## src/design/cbs_pkg.sv

```systemverilog
// shared types and constants of the cubic bezier sampler
package cbs_pkg;

    localparam int COORD_W  = 16;
    localparam int IDX_W    = 6;
    localparam int NUM_CTRL = 4;
    localparam int NUM_AXES = 3;
    localparam int QUOT_W   = 16;

    typedef logic signed [COORD_W-1:0] coord_t;

    typedef struct packed {
        coord_t x;
        coord_t y;
        coord_t z;
    } vec3_t;

    typedef struct packed {
        vec3_t a;
        vec3_t b;
        vec3_t c;
        vec3_t d;
    } ctrl_pts_t;

    // one queued segment: control points and the index of its final sample
    typedef struct packed {
        ctrl_pts_t        pts;
        logic [IDX_W-1:0] last_k;
    } seg_t;

    // one sample handed from the sequencer to the evaluation pipeline
    typedef struct packed {
        logic             valid;
        ctrl_pts_t        pts;
        logic [IDX_W-1:0] k;
        logic             last;
    } sample_req_t;

endpackage

```

## src/design/cbs_back.sv

```systemverilog
// sequencer: walks the sample index of the head segment, one sample per cycle while adv is high
module cbs_back (
    input  logic                 clk,
    input  logic                 rst_n,
    input  cbs_pkg::seg_t        head,
    input  logic                 head_valid,
    output logic                 pop,
    input  logic                 adv,
    output cbs_pkg::sample_req_t req
);
    import cbs_pkg::*;

    logic [IDX_W-1:0] k_reg;
    logic [IDX_W-1:0] k_next;
    logic             issue;
    logic             at_last;

    assign issue   = head_valid && adv;
    assign at_last = k_reg == head.last_k;
    assign pop     = issue && at_last;

    always_comb
    begin
        k_next = k_reg;
        if (issue)
        begin
            k_next = at_last ? '0 : k_reg + 1'b1;
        end
    end

    always_ff @(posedge clk or negedge rst_n)
    begin
        if (!rst_n)
        begin
            k_reg <= '0;
        end
        else
        begin
            k_reg <= k_next;
        end
    end

    assign req.valid = issue;
    assign req.pts   = head.pts;
    assign req.k     = k_reg;
    assign req.last  = at_last;

endmodule

```

## config.mk

```make
export PLATFORM = sky130hd
export DESIGN_NAME = cbs_back
export DESIGN_NICKNAME = d
export VERILOG_FILES = /design/src/design/cbs_pkg.sv /design/src/design/cbs_back.sv
export SDC_FILE = /design/constraint.sdc
export NUM_CORES = 1
export LEC_CHECK = 0
export BUFFER_PORTS_ARGS = -buffer_cell sky130_fd_sc_hd__buf_2
export CAP_MARGIN = 5
export CORE_AREA = 2 2 156 158
export CTS_CLUSTER_DIAMETER = 200
export DETAILED_ROUTE_END_ITERATION = 7
export DIE_AREA = 0 0 158 160
export GPL_ROUTABILITY_DRIVEN = 0
export PLACE_DENSITY = 0.31
export SETUP_SLACK_MARGIN = 0.4
export SLEW_MARGIN = 10
export SYNTH_ARGS = -nofsm -noshare
export SYNTH_HDL_FRONTEND = slang
export SYNTH_SLANG_ARGS = --single-unit
```

## constraint.sdc

```tcl
create_clock -name clk -period 1.55 [get_ports clk]
set_input_delay 0.155 -clock clk [delete_from_list [all_inputs] [get_ports clk]]
set_output_delay 0.155 -clock clk [all_outputs]
set_load 0.05 [all_outputs]
```

==> run_summary.xml <==
<?xml version="1.0" encoding="UTF-8"?>
<metrics>
  <group name="outcome">
    <metric name="status" unit="">finished, final reports clean</metric>
  </group>
  <group name="yosys">
    <metric name="synth_seq_cells" unit="">6</metric>
    <metric name="post-synth-top-area-fraction" unit="%">79.73</metric>
    <metric name="synth_warnings" unit="">0</metric>
    <metric name="synth-seq-area-share" unit="%">8.219</metric>
    <metric name="post_synth_main_area_contributors" unit="">buf_4, dfrtp_1, xnor2_1, nor2_1, o21ai_0</metric>
    <metric name="async_reset_ff_share" unit="%">100.0</metric>
    <metric name="number_of_instances_in_the_synthesized_netlist" unit="">235</metric>
    <metric name="mappedNetlistNets" unit="">438</metric>
    <metric name="synth_ff_type" unit="">dfrtp_1</metric>
    <metric name="synth-edff-count" unit="">0</metric>
    <metric name="synth_top_area_cell" unit="">buf_4</metric>
    <metric name="area_of_the_mapped_netlist" unit="sq mm">0.001827</metric>
    <metric name="synth.lib_cells_used.distinct" unit="">16</metric>
    <metric name="synthesis.area_per_instance" unit="sq um">7.773</metric>
  </group>
  <group name="clock_tree">
    <metric name="clock_sink_total" unit="">6</metric>
    <metric name="insertion_delay" unit="ps">230</metric>
    <metric name="tritoncts_clock_tree" unit="">yes</metric>
    <metric name="cts_root_buf" unit="">clkbuf_16</metric>
    <metric name="cts_made_buffers" unit="">3</metric>
    <metric name="clkSlewWorstSetupHoldPaths" unit="ps">40</metric>
    <metric name="cts_htree_levels" unit="">1</metric>
    <metric name="cts-root-to-sink-buffers" unit="">2</metric>
  </group>
  <group name="layout">
    <metric name="final_layout_size_suffix_gt1_share" unit="%">74.65</metric>
    <metric name="final_nets" unit="">276</metric>
    <metric name="num-fill-cells" unit="">2851</metric>
    <metric name="largest_register_ffs" unit="">6</metric>
    <metric name="mostFrequentLayoutCell" unit="">buf_2</metric>
    <metric name="stdcell_count" unit="">395</metric>
    <metric name="area.growth.synth_to_final" unit="%">-35.82</metric>
    <metric name="diodes" unit="">0</metric>
    <metric name="mostFrequentLayoutCells" unit="">buf_2, buf_6, xnor2_2, dfrtp_2, buf_4</metric>
  </group>
  <group name="place">
    <metric name="dp.final_hpwl" unit="mm">3.516</metric>
    <metric name="place.detailed.instances" unit="">384</metric>
    <metric name="io_buffers" unit="">18</metric>
    <metric name="pre_cts_slack" unit="ps">109.2</metric>
  </group>
  <group name="critical_path">
    <metric name="cells_traversed_along_the_worst_timing_path" unit="">xnor2_2, nand2_2, nor3_4, buf_6</metric>
    <metric name="launch_instance_of_the_worst_register_to_register_path" unit="">k_reg[4]</metric>
    <metric name="r2r_setup_slack" unit="ps">220</metric>
    <metric name="timing.reg2reg.worst_path_depth" unit="">6</metric>
    <metric name="cp_slowest_stage_delay" unit="ps">440</metric>
    <metric name="critical_path_peak_fanout" unit="">6</metric>
    <metric name="worst_path_max_delay_cell" unit="">dfrtp_2</metric>
    <metric name="timing.critical_path.required" unit="ps">1390</metric>
    <metric name="start_kind" unit="">register</metric>
    <metric name="path_buf_inv" unit="">1</metric>
    <metric name="timing.rr.end" unit="">k_reg[2]</metric>
    <metric name="cp.arrival" unit="ps">1330</metric>
    <metric name="end_kind" unit="">output pin</metric>
    <metric name="critical_path_depth" unit="">4</metric>
    <metric name="cp_top_family" unit="">flip-flops</metric>
    <metric name="criticalPathCategory" unit="">reg2out</metric>
  </group>
  <group name="global_routing">
    <metric name="track_usage" unit="%">3.085</metric>
    <metric name="number_of_global_route_vias_before_repair" unit="">773</metric>
    <metric name="grt_overflow" unit="">0</metric>
    <metric name="grt_antenna_before_repair" unit="">0</metric>
    <metric name="largest_net_degree_at_the_start_of_global_routing" unit="">8</metric>
    <metric name="grt_first_pass_wirelength" unit="mm">5.478</metric>
  </group>
  <group name="floorplan">
    <metric name="die_w" unit="um">158</metric>
    <metric name="num_io_pins" unit="">403</metric>
    <metric name="dieArea" unit="sq mm">0.02528</metric>
    <metric name="die-height" unit="um">160</metric>
    <metric name="initial_core_util" unit="%">7.669</metric>
    <metric name="coreArea" unit="sq mm">0.02382</metric>
    <metric name="num_rows" unit="">57</metric>
  </group>
  <group name="routing">
    <metric name="drt_iter0_markers" unit="">31</metric>
    <metric name="ant_nets" unit="">0</metric>
    <metric name="dr_total_vias" unit="">642</metric>
    <metric name="detail_route.first_pass.iterations" unit="">2</metric>
    <metric name="routed_wirelength" unit="mm">4.367</metric>
    <metric name="post-route-drc-count" unit="">0</metric>
    <metric name="avgViaCountPerCell" unit="">1.625</metric>
    <metric name="wl_per_cell" unit="um">11.06</metric>
  </group>
  <group name="timing">
    <metric name="period_needed" unit="ps">1485</metric>
    <metric name="worst_max_slew_pin_slew" unit="ps">283.6</metric>
    <metric name="rsz0062_at_grt" unit="">yes</metric>
    <metric name="min_period_over_period" unit="%">95.78</metric>
    <metric name="hold_viol_final" unit="">0</metric>
    <metric name="finalSetupViolCount" unit="">0</metric>
    <metric name="setup_slack" unit="ps">65.35</metric>
    <metric name="hold-worst-slack" unit="ps">287.6</metric>
    <metric name="relSlewSlack" unit="%">81.22</metric>
    <metric name="timing.clock.skew" unit="ps">2.368</metric>
    <metric name="final-max-slew-violation-count" unit="">0</metric>
    <metric name="max_freq" unit="MHz">673.6</metric>
  </group>
  <group name="flow_run">
    <metric name="drv.max_cap_violation_count" unit="">0</metric>
  </group>
  <group name="power_and_ir_drop">
    <metric name="power_density" unit="mW/mm^2">1163</metric>
    <metric name="vdd_drop_max" unit="mV">0.2767</metric>
    <metric name="total_power" unit="mW">1.363</metric>
    <metric name="total_leakage_power" unit="nW">0.3523</metric>
  </group>
  <group name="worst_hold_path">
    <metric name="worst_hold_path_type" unit="">in2async</metric>
  </group>
</metrics>
-- cells in the mapped netlist, drive strengths merged (2+ instances only) --
library cell	instances
buf	194
dfrtp	6
nor2	6
xnor2	6
nand2	5
nor3	4
o21ai	4
nand3	2
nand4	2
xor2	2
-- cell families after synthesis --
logic type               share of synthesized area (%)
adder cells (fa/ha/maj)                         0.6848
AND/OR/NAND/NOR                                  5.959
AO/OA/AOI/OAI                                    1.370
flip-flops                                       8.219
XOR/XNOR                                         3.836
buffers and inverters                            79.93
-- per-stage QoR --
step                      utilization [%]  instance area (sq um)  TNS [ps]
after floorplan                         -                   1868    -430.8
after global placement              3.824                  910.9         0
after detailed placement            3.824                  910.9         0
after CTS                           4.554                   1085         0
after global routing                4.922                   1172    -2.192
final                               4.922                   1172         0
-- metal layers --
layer / up-vias / GRT usage, % / share of wire [%]
li1: 202 / - / -
met1: 230 / 1.943 / 20
met2: 96 / 2.806 / 31
met3: 114 / 2.469 / 23
met4: 0 / 8.067 / 26
met5: - / 0 / 0
-- power by group --
group | switching [mW] | internal, mW
Combinational | 0.382 | 0.296
Clock | 0.0882 | 0.331
Sequential | 0.0577 | 0.209
Total | 0.528 | 0.836
-- repair_timing --
| item | CTS | global route |
|---|---|---|
| pin swaps | 4 | 4 |
| hold endpoints to repair | 6 | 0 |
| hold buffers | 1 | 0 |
| setup buffers | 4 | 3 |
| resized for setup | 16 | 16 |
| setup endpoints to repair | 8 | 11 |
-- worst max path at each step --
stage | start | endpoint
after global placement | k_reg[0] | pop
after floorplan | k_reg[1] | k_reg[3]
after global routing | k_reg[4] | pop
final | k_reg[4] | pop
after detailed placement | k_reg[0] | pop
after CTS | k_reg[3] | pop
-- final cells by class --
class	count	area, sq um	area share (%)
multi-input cells	34	331.6	28.28
well taps	324	405.4	34.58
flip-flops and latches	6	157.7	13.45
inverters	1	3.754	0.3202
repair buffers	27	198.9	16.97
clock buffers	3	75.07	6.403
Note: power is estimated with default switching activity, not from simulation.
