--- src/design/cbs_pkg.sv ---
// shared types and constants of the cubic bezier sampler
package cbs_pkg;

    localparam int COORD_W  = 16;
    localparam int IDX_W    = 6;
    localparam int NUM_CTRL = 4;
    localparam int NUM_AXES = 3;
    localparam int QUOT_W   = 16;

    typedef logic signed [COORD_W-1:0] coord_t;

    typedef struct packed {
        coord_t x;
        coord_t y;
        coord_t z;
    } vec3_t;

    typedef struct packed {
        vec3_t a;
        vec3_t b;
        vec3_t c;
        vec3_t d;
    } ctrl_pts_t;

    // one queued segment: control points and the index of its final sample
    typedef struct packed {
        ctrl_pts_t        pts;
        logic [IDX_W-1:0] last_k;
    } seg_t;

    // one sample handed from the sequencer to the evaluation pipeline
    typedef struct packed {
        logic             valid;
        ctrl_pts_t        pts;
        logic [IDX_W-1:0] k;
        logic             last;
    } sample_req_t;

endpackage

--- src/design/cbs_front.sv ---
// input stage: takes segments, holds the include_end register, sets run length
module cbs_front #(
    parameter int SAMPLES = 20
) (
    input  logic               clk,
    input  logic               rst_n,
    input  logic               cfg_write,
    input  logic               cfg_data,
    input  logic               in_valid,
    output logic               in_ready,
    input  cbs_pkg::ctrl_pts_t in_pts,
    output cbs_pkg::seg_t      seg,
    output logic               seg_valid,
    input  logic               seg_ready
);
    import cbs_pkg::*;

    logic include_end_reg;
    logic seg_valid_reg;
    logic seg_valid_next;
    seg_t seg_reg;
    logic take;

    assign in_ready = !seg_valid_reg || seg_ready;
    assign take     = in_valid && in_ready;

    always_comb
    begin
        seg_valid_next = seg_valid_reg;
        if (take)
        begin
            seg_valid_next = 1'b1;
        end
        else if (seg_ready)
        begin
            seg_valid_next = 1'b0;
        end
    end

    always_ff @(posedge clk or negedge rst_n)
    begin
        if (!rst_n)
        begin
            include_end_reg <= 1'b0;
            seg_valid_reg   <= 1'b0;
        end
        else
        begin
            if (cfg_write)
            begin
                include_end_reg <= cfg_data;
            end
            seg_valid_reg <= seg_valid_next;
        end
    end

    // run ends at SAMPLES-1, or at SAMPLES when the endpoint is appended
    always_ff @(posedge clk)
    begin
        if (take)
        begin
            seg_reg.pts    <= in_pts;
            seg_reg.last_k <= IDX_W'(SAMPLES - 1) + IDX_W'(include_end_reg);
        end
    end

    assign seg       = seg_reg;
    assign seg_valid = seg_valid_reg;

endmodule

--- config.mk ---
export PLATFORM = sky130hd
export DESIGN_NAME = cbs_front
export DESIGN_NICKNAME = d
export VERILOG_FILES = /design/src/design/cbs_pkg.sv /design/src/design/cbs_front.sv
export SDC_FILE = /design/constraint.sdc
export NUM_CORES = 1
export LEC_CHECK = 0
export ABC_AREA = 1
export CAP_MARGIN = 25
export CORE_AREA = 2 2 153 155
export CTS_CLUSTER_DIAMETER = 100
export DETAILED_ROUTE_END_ITERATION = 10
export DIE_AREA = 0 0 155 157
export DONT_BUFFER_PORTS = 1
export PLACE_DENSITY = 0.48
export SLEW_MARGIN = 20
export SYNTH_ARGS = -nofsm -noshare
export SYNTH_HDL_FRONTEND = slang
export SYNTH_SLANG_ARGS = --single-unit
export TNS_END_PERCENT = 5
--- constraint.sdc ---
create_clock -name clk -period 14.1 [get_ports clk]
set_input_delay 1.41 -clock clk [delete_from_list [all_inputs] [get_ports clk]]
set_output_delay 1.41 -clock clk [all_outputs]
set_load 0.05 [all_outputs]
==> results of run 1 <==
==> cells in the mapped netlist <==
cell / instances
o21ai_2: 1
conb_1: 2
nand2_1: 3
edfxtp_1: 194
buf_4: 4
a21oi_1: 1
inv_1: 3
dfrtp_1: 2
==> cells in the final DEF (no fill, tap or decap) <==
cell type / n
inv_6: 1
conb_1: 3
dfrtp_1: 2
buf_12: 1
a21oi_4: 1
clkinv_8: 1
o21ai_2: 1
diode_2: 1
clkbuf_1: 3
clkbuf_16: 17
nand2_1: 3
edfxtp_1: 194
clkinvlp_4: 1
inv_1: 3
inv_8: 3
clkinv_4: 6
==> routing by layer <==
layer | track usage (%) | part of all wire, % | vias to the layer above
li1 | - | - | 868
met1 | 8.94 | 30 | 1044
met2 | 16.9 | 53 | 224
met3 | 7.49 | 14 | 20
met4 | 4.01 | 1.7 | 10
met5 | 0 | 0.57 | -
==> logic make-up (layout without fill, tap and decap cells) <==
logic type,count (synthesis),count (layout)
buffers and inverters,7,36
and+or+nand+nor,3,3
DFF,196,196
other,2,4
AOI/OAI and AO/OA,2,2
==> power by group <==
group | internal, µW | switching [µW] | total [µW]
logic | 1.28 | 16.5 | 17.8
registers | 683 | 120 | 803
clock network | 233 | 213 | 446
==> stage by stage <==
stage / cell area (µm²) / cells
global placement: 6310 / 493
finish: 6870 / 526
global route: 6870 / 525
detailed placement: 6310 / 493
floorplan: 5950 / 211
CTS: 6870 / 525
==> worst paths after layout <==
| kind | from | endpoint | slack (ns) | cells after the start |
|---|---|---|---|---|
| worst max-delay path | seg_ready | in_ready | 10.85 | 2 |
| worst min-delay path | include_end_reg | seg[2] | 0.45 | 0 |
| worst max register to register | seg_valid | seg[45] | 11.97 | 2 |
| worst min register to register | include_end_reg | seg[2] | 0.45 | 0 |
| max in group asynchronous | rst_n | include_end_reg | 13.36 | 0 |
| min in group asynchronous | rst_n | include_end_reg | 0.68 | 0 |
==> layout make-up <==
type | instances | area, µm² | area share, %
diodes | 1 | 2.50 | 0.0364
well taps | 285 | 357 | 5.19
flip-flops and latches | 196 | 5880 | 85.5
repair buffers | 1 | 20.0 | 0.291
clock inverters | 12 | 119 | 1.73
inverters | 3 | 11.3 | 0.164
clock buffers | 20 | 437 | 6.36
multi-input cells | 8 | 47.5 | 0.692
==> impl_metrics.toml, run 1 <==
[routing]
route.vias.total = 2166
drt-wirelength-per-cell_um = 24.2
avgViaCountPerCell = 4.12
drt_iter0_drc = 133
drtPass1Iterations = 4
ant_nets = 0
wirelength_mm = 12.7
drcViolationCount = 0

[timing]
fin_ws_ns = 10.85
finalHoldViolations = 0
min_period_over_period_pct = 23.0
finalSetupViolCount = 0
skew_ns = 0.0136
slew_headroom_pct = 32.3
maxSlewViolCount = 0
hold_slack_ns = 0.454
fmax_mhz = 308
finalSetupTns_ns = 0
fin_crit_ns = 3.25
rsz0062_at_grt = "false"
tightest_slew_ns = 1.02

[floorplanning]
die_y_um = 157
die-width_um = 155
start_util_pct = 26.4
rows = 55
die_area_um2 = 24300
io_pins = 398
core_area_um2 = 22500

[layout]
nFillCells = 2110
syn_to_final_growth_pct = 15.5
drive_gt1_share_pct = 13.3
fin_util_pct = 30.5
nets = 425
largest_reg_flops = 194

[clock_network]
cts_buffers = 17
tritoncts = "yes"
cts_sinks = 196
cts_setup_buffers = 0
cts_buffer_depth = 2
cts_root_buf = "clkbuf_16"
insertion_delay_ns = 0.42
h-tree-depth = 4
clkTransAtPathRegs_ns = 0.08
cts_resized = 0
cts_hold_buf = 0

[worst_setup_path]
crit_path_start_kind = "primary input"
critPathSlowestCell = "nand2_1"
cp_num_buf_inv = 1
crit_type = "in2out"
critical-path-top-delay-family = "simple AND/OR/NAND/NOR gates"
required_ns = 12.69
endpoint_kind = "output pin"
crit_path_max_fanout = 2
cp.arrival_ns = 1.84
cpPeakStageDelay_ns = 0.37
crit_chain = "inv_1, nand2_1"

[pwr]
finalPower_uw = 1270
peakVddDrop_v = 0.0000730
power.density_nw_per_um2 = 185
p_leak_uw = 0.00219

[global_routing]
antenna_found_initial = 6
grt_max_degree = 195
overflow = 0
grt_pass1_vias = 2137
grt_usage_pct = 9.95
grt_pass1_wl_mm = 16.7

[synth]
synth_warnings = 0
synthAdderAreaFrac_pct = 0
synthCells = 210
synth_compound_area_share_pct = 0.231
avgSynthCellArea_um2 = 28.3
seq_area_frac_synth_pct = 98.8
synth-xor-area-share_pct = 0
yosysUniqueCellTypes = 8
synthMuxAreaShare_pct = 0
yosys.area_share.simple_pct = 0.189
syn_area_um2 = 5950
yosysTopAreaCellShare_pct = 97.9
synth_top_family_by_area = "buffers and inverters"
synth_top_area_cell = "edfxtp_1"
synthTopCellsByArea = "edfxtp_1, dfrtp_1, buf_4"
ys_ff_latch = 196

[placed_design]
portBuffers = 0
place_worst_setup_slack_ns = 10.85
dp_hpwl_mm = 9.50
gp_congestion = 0.705

[job]
drv_cap = 0

[min_path]
hp-class = "reg2reg"

[status]
status = "complete, no violations"
Note: power is estimated with default switching activity, not from simulation.
==> run 2: changes to the inputs <==
- ABC_AREA: 1 -> 0
- clock period: 14.1 -> 3.4 ns (I/O delays scaled with it)
==> run 2 against run 1 <==
Effect of this change:
- the run now fails in clock tree synthesis
- synthesized cell count is 0.95% lower
- synthesized area about the same
==> impl_metrics.toml, run 2 <==
[status]
status = "did not finish"
flow.stopped_at = "clock tree synthesis"
error_line = "[ERROR RSZ-0060] Max buffer count reached."

[floorplanning]
die-width_um = 155
die_y_um = 157
io_pins = 398
start_util_pct = 26.5
rows = 55

[synth]
synthMuxAreaShare_pct = 0
synth_common_cells = "edfxtp_1, buf_4, conb_1, dfrtp_1"
synth-xor-area-share_pct = 0
synthTopCellsByArea = "edfxtp_1, dfrtp_1, buf_4"
synth_warnings = 0
yosysTopAreaCellShare_pct = 97.8
synth-edff-count = 194
yosysUniqueCellTypes = 10
seq_area_frac_synth_pct = 98.7
ys.flop_type = "edfxtp_1"
synth_top_area_cell = "edfxtp_1"
synth_top_family_by_area = "buffers and inverters"
yosysMostFrequentCell = "edfxtp_1"
syn_area_um2 = 5950
synthCells = 208
ys_ff_latch = 196
synthAdderAreaFrac_pct = 0
avgSynthCellArea_um2 = 28.6
async_flop_share_pct = 1.02
yosys.area_share.simple_pct = 0.546
synth_compound_area_share_pct = 0.0841

[clock_network]
cts_setup_buffers = 0
h-tree-depth = 4
cts_buffers = 17
cts_sinks = 196
cts_root_buf = "clkbuf_16"
cts_hold_buf = 106
cts_resized = 0
cts_buffer_depth = 2

[placed_design]
dp_cells = 492
place_worst_setup_slack_ns = 1.48
portBuffers = 0
dpl_cell_area_um2 = 6320
gp_congestion = 0.722
run 2: changes by cell type after synthesis, sizes merged:
cell,before,now
nand2b,0,2
nand2,3,1
a21oi,1,0
and2,0,1
inv,3,1
run 2: kinds of logic after synthesis:
family	Yosys count
flip-flops	196
buffers and inverters	5
AND/OR/NAND/NOR	4
other	2
AO/OA/AOI/OAI	1
run 2: metrics by stage:
stage	hold slack, ns	utilization, %
global placement	0.0445	28.1
floorplan	0.0444	-
detailed placement	0.0445	28.1
==> run 3: changes to the inputs <==
- CORE_AREA: 2 2 153 155 -> default
- CORE_UTILIZATION: default -> 20
- CTS_CLUSTER_DIAMETER: 100 -> default
- DIE_AREA: 0 0 155 157 -> default
- PLACE_DENSITY: 0.48 -> default
- PLACE_DENSITY_LB_ADDON: default -> 0.15
==> run 3 against run 2 <==
Effect of this change:
- the run again fails in clock tree synthesis
- synthesized cell count stayed put
- synthesized area stayed put
==> impl_metrics.toml, run 3 <==
[status]
status = "did not finish"
flow.stopped_at = "clock tree synthesis"
error_line = "[ERROR RSZ-0060] Max buffer count reached."

[clock_network]
cts_setup_buffers = 0
h-tree-depth = 4
cts_sinks = 196
cts_hold_buf = 127
cts_buffers = 17
cts_resized = 0
cts_buffer_depth = 2
cts_root_buf = "clkbuf_16"

[synth]
seq_area_frac_synth_pct = 98.7
ys_ff_latch = 196
synthTopCellsByArea = "edfxtp_1, dfrtp_1, buf_4"
avgSynthCellArea_um2 = 28.6
synth_warnings = 0
ys.flop_type = "edfxtp_1"
synth_top_area_cell = "edfxtp_1"
syn_area_um2 = 5950
synthCells = 208
synth-edff-count = 194
yosysTopAreaCellShare_pct = 97.8
async_flop_share_pct = 1.02
synth_common_cells = "edfxtp_1, buf_4, conb_1, dfrtp_1"
yosysUniqueCellTypes = 10
yosysMostFrequentCell = "edfxtp_1"

[placed_design]
gp_congestion = 0.720
dp_hpwl_mm = 11.1
portBuffers = 0

[floorplanning]
die-width_um = 175
start_util_pct = 20.5
io_pins = 398
die_y_um = 175
rows = 62
run 3: cell counts after synthesis:
No cell type changed its count.
run 3: cells by family after synthesis:
kind of cell           count (synthesis)  share of synthesized area (%)
DFF                                  196                           98.7
buffers and inverters                  5                          0.567
and+or+nand+nor                        4                          0.546
other                                  2                          0.126
AOI/OAI and AO/OA                      1                         0.0840
run 3: metrics by stage:
| stage | instances | hold WS, ns | utilization, % | setup WS, ns | instance area (µm²) |
|---|---|---|---|---|---|
| 3_3_place_gp | 597 | 0.0445 | 22.4 | 1.20 | 6510 |
| 3_5_place_dp | 597 | 0.0445 | 22.4 | 1.18 | 6510 |
| 2_1_floorplan | 209 | 0.0444 | - | 0.709 | 5960 |
