`src/design/cbs_pkg.sv`:
```
// shared types and constants of the cubic bezier sampler
package cbs_pkg;

    localparam int COORD_W  = 16;
    localparam int IDX_W    = 6;
    localparam int NUM_CTRL = 4;
    localparam int NUM_AXES = 3;
    localparam int QUOT_W   = 16;

    typedef logic signed [COORD_W-1:0] coord_t;

    typedef struct packed {
        coord_t x;
        coord_t y;
        coord_t z;
    } vec3_t;

    typedef struct packed {
        vec3_t a;
        vec3_t b;
        vec3_t c;
        vec3_t d;
    } ctrl_pts_t;

    // one queued segment: control points and the index of its final sample
    typedef struct packed {
        ctrl_pts_t        pts;
        logic [IDX_W-1:0] last_k;
    } seg_t;

    // one sample handed from the sequencer to the evaluation pipeline
    typedef struct packed {
        logic             valid;
        ctrl_pts_t        pts;
        logic [IDX_W-1:0] k;
        logic             last;
    } sample_req_t;

endpackage

```
`src/design/cbs_queue.sv`:
```
// two-entry segment queue between the input stage and the sequencer
module cbs_queue (
    input  logic          clk,
    input  logic          rst_n,
    input  logic          push,
    input  cbs_pkg::seg_t push_data,
    output logic          push_ready,
    input  logic          pop,
    output cbs_pkg::seg_t head,
    output logic          head_valid
);
    import cbs_pkg::*;

    localparam int DEPTH = 2;
    localparam int PTR_W = $clog2(DEPTH);

    seg_t             mem_reg [DEPTH];
    logic [PTR_W-1:0] wr_ptr_reg;
    logic [PTR_W-1:0] rd_ptr_reg;
    logic [PTR_W:0]   count_reg;
    logic [PTR_W:0]   count_next;
    logic             do_push;
    logic             do_pop;

    assign push_ready = count_reg != (PTR_W+1)'(DEPTH);
    assign head_valid = count_reg != '0;
    assign do_push    = push && push_ready;
    assign do_pop     = pop && head_valid;
    assign head       = mem_reg[rd_ptr_reg];

    always_comb
    begin
        count_next = count_reg;
        if (do_push && !do_pop)
        begin
            count_next = count_reg + 1'b1;
        end
        else if (do_pop && !do_push)
        begin
            count_next = count_reg - 1'b1;
        end
    end

    always_ff @(posedge clk or negedge rst_n)
    begin
        if (!rst_n)
        begin
            wr_ptr_reg <= '0;
            rd_ptr_reg <= '0;
            count_reg  <= '0;
        end
        else
        begin
            count_reg <= count_next;
            if (do_push)
            begin
                wr_ptr_reg <= wr_ptr_reg + 1'b1;
            end
            if (do_pop)
            begin
                rd_ptr_reg <= rd_ptr_reg + 1'b1;
            end
        end
    end

    always_ff @(posedge clk)
    begin
        if (do_push)
        begin
            mem_reg[wr_ptr_reg] <= push_data;
        end
    end

endmodule

```
`config.mk`:
```
export PLATFORM = sky130hd
export DESIGN_NAME = cbs_queue
export DESIGN_NICKNAME = d
export VERILOG_FILES = /design/src/design/cbs_pkg.sv /design/src/design/cbs_queue.sv
export SDC_FILE = /design/constraint.sdc
export NUM_CORES = 1
export LEC_CHECK = 0
export ABC_AREA = 1
export BUFFER_PORTS_ARGS = -buffer_cell sky130_fd_sc_hd__buf_2
export CELL_PAD_IN_SITES_DETAIL_PLACEMENT = 1
export CELL_PAD_IN_SITES_GLOBAL_PLACEMENT = 1
export CORE_MARGIN = 2
export CORE_UTILIZATION = 39
export CTS_BUF_LIST = sky130_fd_sc_hd__clkbuf_4 sky130_fd_sc_hd__clkbuf_8
export CTS_CLUSTER_DIAMETER = 30
export DETAILED_ROUTE_END_ITERATION = 16
export MAX_ROUTING_LAYER = met4
export PLACE_DENSITY = 0.8
export SLEW_MARGIN = 20
export SYNTH_ARGS = -nofsm -noshare
export SYNTH_HDL_FRONTEND = slang
export SYNTH_SLANG_ARGS = --single-unit
```
`constraint.sdc`:
```
create_clock -name clk -period 9.5 [get_ports clk]
set_input_delay 1.9 -clock clk [delete_from_list [all_inputs] [get_ports clk]]
set_output_delay 1.9 -clock clk [all_outputs]
set_load 0.05 [all_outputs]
```
==> impl_results.md, run 1 <==
* Clk slew on worst S/H paths at 0.05 ns
* Area Overhead vs Synth at 29.64%
* Die area at 0.03894 mm^2
* Port buffer count at 401
* Hold_ws at 0.4992 ns
* Final setup margin at 3.905 ns
* WL final at 40660 um
* Final antenna-violating net count at 0
* Overflow after GRT at 0
* Commonest non-fill, non-tap cell in the layout: nand2_1
* Slew Limit Headroom at 0.2774
* Final Util at 0.5149
* Maximum vdd drop at 0.2489 mV
* Max frequency at 178.7 MHz
* Crit-path most repeated cell: nand2_1
* Layout Cells excl Fill at 2071
* Post-synth top area cell: edfxtp_1
* Multi-input gate area at 0.002336 mm^2
* Layout net count at 1721
* CP max stage cell: buf_4
* Overall power at 7684 uW
* FF+latch area at 0.01200 mm^2
* Tmin final at 5.595 ns
* Clock root buffer: clkbuf_8
* Critical path arrival at 3.70 ns
* RePlAce Congestion at 0.7578
* Setup Slack @ Placement at 4.675 ns
* Synth warn at 0
* Synth top area share at 0.8158
* Seq cells post-synth at 400
* Crit Path Category: flip-flop to output port
* Syn avg cell area at 13.73 um^2
* Hpwl dp at 26370 um
* Rows at 70
* CTS tree: yes
* Fill count at 3917
* Worst path cell trace: inv_6 > buf_4 > nand2_1 > nand2_1 > buf_2
* Worst-Skew Late Latency at 0.63 ns
* Synthesized area at 0.01458 mm^2
* Register area share after synthesis at 0.8227
* Placed Cells at 1897
* Die height at 197.3 um
* Die Width at 197.3 um
* Final Hold Violating Endpoints at 0
* Final setup viols at 0
* H-tree depth at 3
* Syn Nets at 1265
* Worst min-delay path startpoint: count_reg[0]
* GRT Overall Usage at 0.2112
* Maximum capacitance violations at 0
* Status: finished, final reports clean
* CP peak stage delay at 0.89 ns
* Largest cells by area after synthesis: edfxtp_1 (82%), nand2_1 (16%), buf_2 (0.76%)
* Detailed-route DRC error count at 0
* First-pass GRT wire length at 59550 um
* Worst-path fanout max at 112
* Clock skew at 0.02142 ns
* Max-slew violations at 0
* GR peak layer: met2
* Worst setup EP type: output port
* Drt pass-1 iters at 4
* CP Buf/Inv Count at 3
* Grt met1 use at 0.2152
* Vias in the first global route at 10740
* Clock sinks at 400
* # IOs at 402
* Via count at 9884
* Worst min-delay path category: flip-flop to flip-flop
* Clock buffer depth at 3
* Share of cells above drive strength 1 at 0.3510
* Initial Util at 0.3972
* Initial DRC count at 477
* Family with the most delay on the worst path: buffers and inverters
* Initial antenna violation count at 17
* Worst r2r src: count_reg[0]
* Post-CTS setup buffers at 0
* Worst Max-Slew Pin Slew at 1.084 ns
* RSZ-0062 raised after global routing: no
* Num CTS Buffers at 85
* Yosys cell types at 14
* Avg WL per Cell at 19.63 um
* Post_cts resized at 0
* Routing usage on met2 at 0.3520
* Worst endpoint required time at 7.60 ns
* Core area at 0.03670 mm^2
* Lkg Pwr at 0.008153 uW
* Setup crit start: rd_ptr_reg
* Period utilization at 0.5890
* Number of flip-flops in the largest register at 396
* Commonest non-fill, non-tap cells in the layout: nand2_1 (604), buf_2 (401), edfxtp_1 (396), clkbuf_8 (86), clkbuf_4 (20)
* Vias/cell at 4.773
* Pwr/cell area at 406.6 mW/mm^2
* Startpoint types: flip-flop
* Grt met3 use at 0.08776
* Largest net degree at the start of global routing at 113
* Mapped Cells at 1062
* CTS Hold Bufs at 0
[per-layer routing]
metal / vias up / wire, um
li1: 4557 / -
met5: - / 0
met4: 0 / 1289
met1: 4833 / 14730
met2: 412 / 20370
met3: 82 / 4270
[per-stage QoR]
| stage | setup TNS, ns | instance area [um^2] |
|---|---|---|
| finish | 0 | 18900 |
| CTS | 0 | 18800 |
| global placement | 0 | 17020 |
| floorplan | -598.37 | 14580 |
| detailed placement | 0 | 17020 |
| global route | 0 | 18890 |
[synth_stat cells]
| cell | instances |
|---|---|
| nand2_1 | 604 |
| edfxtp_1 | 396 |
| buf_2 | 22 |
| buf_4 | 13 |
| clkbuf_1 | 8 |
| inv_1 | 6 |
| dfrtp_1 | 4 |
| nand3_1 | 2 |
| nor2_1 | 2 |
| ha_1 | 1 |
| inv_2 | 1 |
| nand4_1 | 1 |
| xnor2_1 | 1 |
| xor2_1 | 1 |
[logic make-up after synthesis]
logic type / synth area share
adders and majority gates: 0.0008582
buffers and inverters: 0.01811
DFF: 0.8227
xor gates and xnor gates: 0.001202
and+or+nand+nor: 0.1572
[report_power, final]
part	total [uW]	leakage (uW)	switching, uW	internal (uW)
Sequential	2540	0.00373	123	2420
Combinational	3240	0.00351	2670	567
Clock	1900	0.000912	759	1140
[path summary, 6_finish.rpt]
kind	to	slack [ns]	cells past startpoint
worst max-delay path	head[35]	3.90	5
worst min-delay path	count_reg[0]	0.50	1
worst max register to register	mem_reg[1][32]	6.59	6
worst min register to register	count_reg[0]	0.50	1
max in group asynchronous	rd_ptr_reg	8.25	1
min in group asynchronous	count_reg[1]	1.10	1
[worst register-to-register path, cell delays in order, from the launching register on]
cell and delay [ns]:
dfrtp_1 0.37, inv_1 0.09, nand2_1 0.14, nand2_1 0.20
nor2_4 0.12, buf_4 0.59, buf_4 0.90
[area by class of cell]
class / instances / share of cell area
multi-input combinational: 612 / 0.1236
antenna: 19 / 0.002516
timing repair buffer: 412 / 0.1123
tap: 468 / 0.03099
clock inverter: 47 / 0.02357
sequential: 400 / 0.6348
clock buffer: 106 / 0.07058
inverter: 7 / 0.001655
No activity file was read; power rests on OpenSTA's default activity.
==> run 2: changes to the inputs <==
- clock period: 9.5 -> 5 ns (I/O delays scaled with it)
==> run 2 against run 1 <==
Net effect: setup slack worse by 2.8 ns; clock power is 130% higher; count of clock-buffer cells in the layout is 3 higher; via count is 0.17% lower; routed wire length is 0.11% higher; sequential power is 91% higher; total power is 99% higher; critical path type unchanged; largest cell class unchanged.
==> impl_results.md, run 2 (synthesized netlist as in run 1, its figures left out) <==
* Commonest non-fill, non-tap cells in the layout: nand2_1 (604), buf_2 (401), edfxtp_1 (396), clkbuf_8 (93), clkinv_1 (19)
* Period utilization at 0.7726
* Post_cts resized at 0
* Core area at 0.03670 mm^2
* Final Util at 0.5262
* CTS Hold Bufs at 0
* Clock root buffer: clkbuf_8
* Largest net degree at the start of global routing at 113
* Avg WL per Cell at 19.49 um
* Layout net count at 1727
* Vias in the first global route at 10810
* Final antenna-violating net count at 0
* Reg-to-reg endpoint: mem_reg[1][43]
* Initial antenna violation count at 19
* Via count at 9867
* Initial DRC count at 475
* RePlAce Congestion at 0.8203
* Pwr/cell area at 793.1 mW/mm^2
* Startpoint types: flip-flop
* Overflow after GRT at 0
* Rows at 70
* Layout Cells excl Fill at 2088
* Critical path arrival at 2.86 ns
* Area Overhead vs Synth at 32.48%
* Tmin final at 3.863 ns
* Worst endpoint required time at 4.00 ns
* Post-CTS setup buffers at 0
* FF-to-FF path depth at 5
* Clock sinks at 400
* Detailed-route DRC error count at 0
* GRT Overall Usage at 0.2128
* Slew Limit Headroom at 0.3466
* Worst-path fanout max at 89
* Worst R2R Setup Slack at 3.05 ns
* Worst r2r src: count_reg[0]
* Drt pass-1 iters at 4
* Hpwl dp at 26020 um
* Clock buffer depth at 3
* Clock skew at 0.02242 ns
* Port buffer count at 401
* Number of flip-flops in the largest register at 396
* Num CTS Buffers at 93
* Maximum vdd drop at 0.4987 mV
* Worst Max-Slew Pin Slew at 0.9801 ns
* Maximum capacitance violations at 0
* First-pass GRT wire length at 60050 um
* Final Hold Violating Endpoints at 0
* RSZ-0062 raised after global routing: no
* Share of cells above drive strength 1 at 0.3542
* Die height at 197.3 um
* H-tree depth at 3
* Die area at 0.03894 mm^2
* Initial Util at 0.3972
* Crit Path Category: flip-flop to output port
* Worst-Skew Late Latency at 0.65 ns
* WL final at 40700 um
* Placed Cells at 1897
* CTS tree: yes
* Clk slew on worst S/H paths at 0.05 ns
* Final setup viols at 0
* Vias/cell at 4.726
* Commonest non-fill, non-tap cell in the layout: nand2_1
* Lkg Pwr at 0.008328 uW
* Max-slew violations at 0
* # IOs at 402
* Worst min-delay path category: input pin to asynchronous set/reset pin
* Max frequency at 258.9 MHz
* Worst setup EP type: output port
* Status: finished, final reports clean
* Die Width at 197.3 um
## run 2: metal layers
layer  vias to the layer above  global-route usage  part of all wire
met5                         -                   -                 0
met4                         0             0.09106             0.026
met3                        76             0.08298              0.10
met2                       430              0.3472              0.50
met1                      4785              0.2320              0.37
li1                       4576                   -                 -
## run 2: area by class of cell
type / count / area [um^2]
antenna: 19 / 47.55
timing repair buffer: 410 / 2137
clock inverter: 63 / 778.2
fill: 3856 / 17390
multi-input combinational: 612 / 2336
inverter: 7 / 31.28
sequential: 400 / 12000
clock buffer: 109 / 1400
tap: 468 / 585.6
## run 2: worst max path at each step
| stage | startpoint | endpoint | slack, ns | cells past startpoint |
|---|---|---|---|---|
| floorplan | push | mem_reg[0][0] | -1.76 | 2 |
| global placement | rd_ptr_reg | head[78] | 1.83 | 5 |
| detailed placement | rd_ptr_reg | head[19] | 1.82 | 4 |
| CTS | rd_ptr_reg | head[5] | 1.05 | 4 |
| global route | rd_ptr_reg | head[140] | 0.95 | 4 |
| finish | rd_ptr_reg | head[5] | 1.14 | 4 |
## run 2: critical path, cell delays in order, from the launching register on
cell     delay, ns
dfrtp_4       0.73
buf_4         0.81
nand2_1       0.19
nand2_1       0.16
buf_2         0.28
## run 2: metrics by stage
stage	total power, uW	hold WS, ns	cell area (um^2)	worst slack, ns	setup TNS, ns
6_report	15320	0.1725	19310	1.137	0
5_1_grt	15990	0.1245	19310	0.9454	0
4_1_cts	15490	0.1015	19260	1.050	0
3_5_place_dp	11040	0.5032	17090	1.819	0
3_3_place_gp	10890	0.4826	17090	1.826	0
2_1_floorplan	9510	0.4625	14580	-1.764	-698.66
## run 2: power by group
part / switching [uW] / internal [uW]
registers: 245 / 4590
clock network: 1590 / 2770
logic: 5040 / 1080
==> run 3: changes to the inputs <==
- ABC_AREA: 1 -> 0
- CORE_UTILIZATION: 39 -> 42
- PLACE_DENSITY: 0.8 -> 0.81
- clock period: 5 -> 3.5 ns (I/O delays scaled with it)
==> run 3 against run 2 <==
Net effect: count of clock-buffer cells in the layout decreased by 1; final area increased by 0.59%; clock skew increased by 0.0012 ns; final cell count decreased by 21%; non-clock buffer count increased by 8; largest cell class unchanged; via count decreased by 20%; setup slack got worse by 0.67 ns; global-route usage decreased by 2.1 points; highest routed layer unchanged; total power increased by 33%.
==> impl_results.md, run 3 <==
* Area Overhead vs Synth at 30.47%
* Syn Nets at 837
* Final Hold Violating Endpoints at 0
* Num CTS Buffers at 85
* Pwr/cell area at 1052 mW/mm^2
* Avg WL per Cell at 21.49 um
* Final antenna-violating net count at 0
* Startpoint types: flip-flop
* Post-synth top area cell: edfxtp_1
* Via count at 7854
* Max frequency at 329.5 MHz
* RSZ-0062 raised after global routing: no
* Hpwl dp at 23310 um
* FF-to-FF path depth at 3
* Syn avg cell area at 23.48 um^2
* # IOs at 402
* Worst min-delay path category: input pin to flip-flop
* Clock sinks at 400
* Reg-to-reg endpoint: mem_reg[1][38]
* CTS tree: yes
* Number of flip-flops in the largest register at 396
* Status: finished, final reports clean
* Fraction of registers with async set/reset at 0.01000
* First-pass GRT wire length at 50610 um
* Mapped Cells at 634
* Placed Cells at 1484
* Detailed-route DRC error count at 0
* H-tree depth at 3
* Share of cells above drive strength 1 at 0.6464
* Vias in the first global route at 8784
* Maximum capacitance violations at 0
* Max-slew violations at 0
* Tmin final at 3.035 ns
* Die height at 192.3 um
* Hold EP: mem_reg[1][176]
* GRT Overall Usage at 0.1922
* Clock buffer depth at 3
* Worst r2r src: count_reg[0]
* Most numerous cell in the Yosys netlist: edfxtp_1
* Slew Limit Headroom at 0.4731
* Rows at 68
* Commonest non-fill, non-tap cells in the layout: buf_2 (401), edfxtp_1 (396), mux2_4 (100), mux2_2 (98), clkbuf_8 (89)
* Worst setup EP type: output port
* Clock root buffer: clkbuf_8
* Layout net count at 1320
* Fill count at 3254
* Clock skew at 0.02362 ns
* WL final at 35390 um
* Worst endpoint required time at 2.80 ns
* Core area at 0.03471 mm^2
* Drt pass-1 iters at 4
* Worst hold path cell count at 1
* Layout Cells excl Fill at 1647
* Final setup viols at 0
* Worst-path fanout max at 29
* Commonest non-fill, non-tap cell in the layout: buf_2
* Overflow after GRT at 0
* Lkg Pwr at 0.007623 uW
* Worst Max-Slew Pin Slew at 0.7904 ns
* Critical path arrival at 2.33 ns
* Largest cells by area after synthesis: edfxtp_1 (80%), mux2_4 (10%), mux2_2 (7.4%)
* Seq cells post-synth at 400
* Post_cts resized at 0
* Vias/cell at 4.769
* Post-CTS setup buffers at 0
* Worst R2R Setup Slack at 1.50 ns
* Initial antenna violation count at 4
* Initial DRC count at 286
* Die Width at 192.3 um
* Largest net degree at the start of global routing at 115
* Period utilization at 0.8671
* Most common library cells after synthesis: edfxtp_1 (396), mux2_4 (100), mux2_2 (98)
* Clk slew on worst S/H paths at 0.06 ns
* Worst min-delay path startpoint: push_data[176]
* Overall power at 20430 uW
* Port buffer count at 401
* Register area share after synthesis at 0.8054
* Synthesized area at 0.01489 mm^2
* Number of flops mapped to enable cells by yosys at 396
* Crit Path Category: flip-flop to output port
* TNS Setup at 0 ns
* Die area at 0.03697 mm^2
* FF+latch area at 0.01200 mm^2
* Maximum vdd drop at 0.6529 mV
* Worst-Skew Late Latency at 0.60 ns
* RePlAce Congestion at 0.7522
* Leading register cell type out of synthesis: edfxtp_1
* Multi-input gate area at 0.002731 mm^2
* Initial Util at 0.4289
* Synth top area share at 0.7987
* Synth warn at 0
* Yosys cell types at 15
[run 3: cell types whose count changed after synthesis, moves of 8 or more]
| cell | delta |
|---|---|
| buf_2 | -14 |
| buf_4 | -13 |
| buf_6 | +14 |
| clkbuf_1 | -8 |
| mux2_2 | +98 |
| mux2_4 | +100 |
| nand2_1 | -602 |
[run 3: how the worst max path moves through the flow]
stage	startpoint	endpoint	slack (ns)	depth (start not counted)
4_1_cts	rd_ptr_reg	head[55]	0.39	4
5_1_grt	rd_ptr_reg	head[55]	0.36	4
2_1_floorplan	push	mem_reg[0][0]	-0.59	2
3_3_place_gp	rd_ptr_reg	head[57]	1.09	4
6_report	rd_ptr_reg	head[55]	0.47	4
3_5_place_dp	rd_ptr_reg	head[55]	1.07	4
[run 3: repair_timing]
item / in CTS / in global routing
endpoints found under the hold margin: 4 / 0
hold buffers: 1 / 0
setup endpoints to repair: 0 / 0
[run 3: layer usage]
metal  track usage  vias up  wire length [um]
li1              -     3538                 -
met1        0.2052     3921             13220
met2        0.3271      349             18390
met3       0.06747       46              3052
met4       0.07663        0               731
met5             -        -                 0
[run 3: logic make-up (layout without fill, tap and decap cells)]
logic type	Yosys count	after routing	synth area share
adder cells (fa/ha/maj)	1	1	0.0008403
flip-flops	400	400	0.8054
multiplexers	198	198	0.1750
buffers and inverters	23	574	0.01353
XOR/XNOR	5	5	0.002942
AND/OR/NAND/NOR	7	7	0.002270
other	0	7	0
[run 3: cell type report]
class	instances	area share
flip-flops and latches	400	0.6175
multi-input cells	211	0.1406
repair buffers	418	0.1165
clock buffers	108	0.07040
well taps	455	0.02931
clock inverters	47	0.02461
diodes	7	0.0009018
inverters	1	0.0001932
[run 3: critical path, cell delays in order, from the launching register on]
cell and delay (ns):
dfrtp_4 0.64, buf_12 0.27, buf_12 0.20, mux2_2 0.37, buf_2 0.22
[run 3: stage by stage]
step           hold WS, ns  instance area [um^2]    util  worst slack, ns
6_report            0.2810                 19420  0.5596           0.4651
5_1_grt             0.2228                 19420  0.5594           0.3646
4_1_cts             0.2070                 19410  0.5591           0.3906
3_5_place_dp        0.5149                 17550  0.5056            1.068
3_3_place_gp        0.5115                 17550  0.5056            1.093
2_1_floorplan       0.4044                 14920       -          -0.5932
[run 3: where the power goes]
group,switching (uW),total (uW),internal (uW)
clock network,2080,5270,3190
registers,345,6910,6560
logic,5820,8260,2440
total,8240,20400,12200
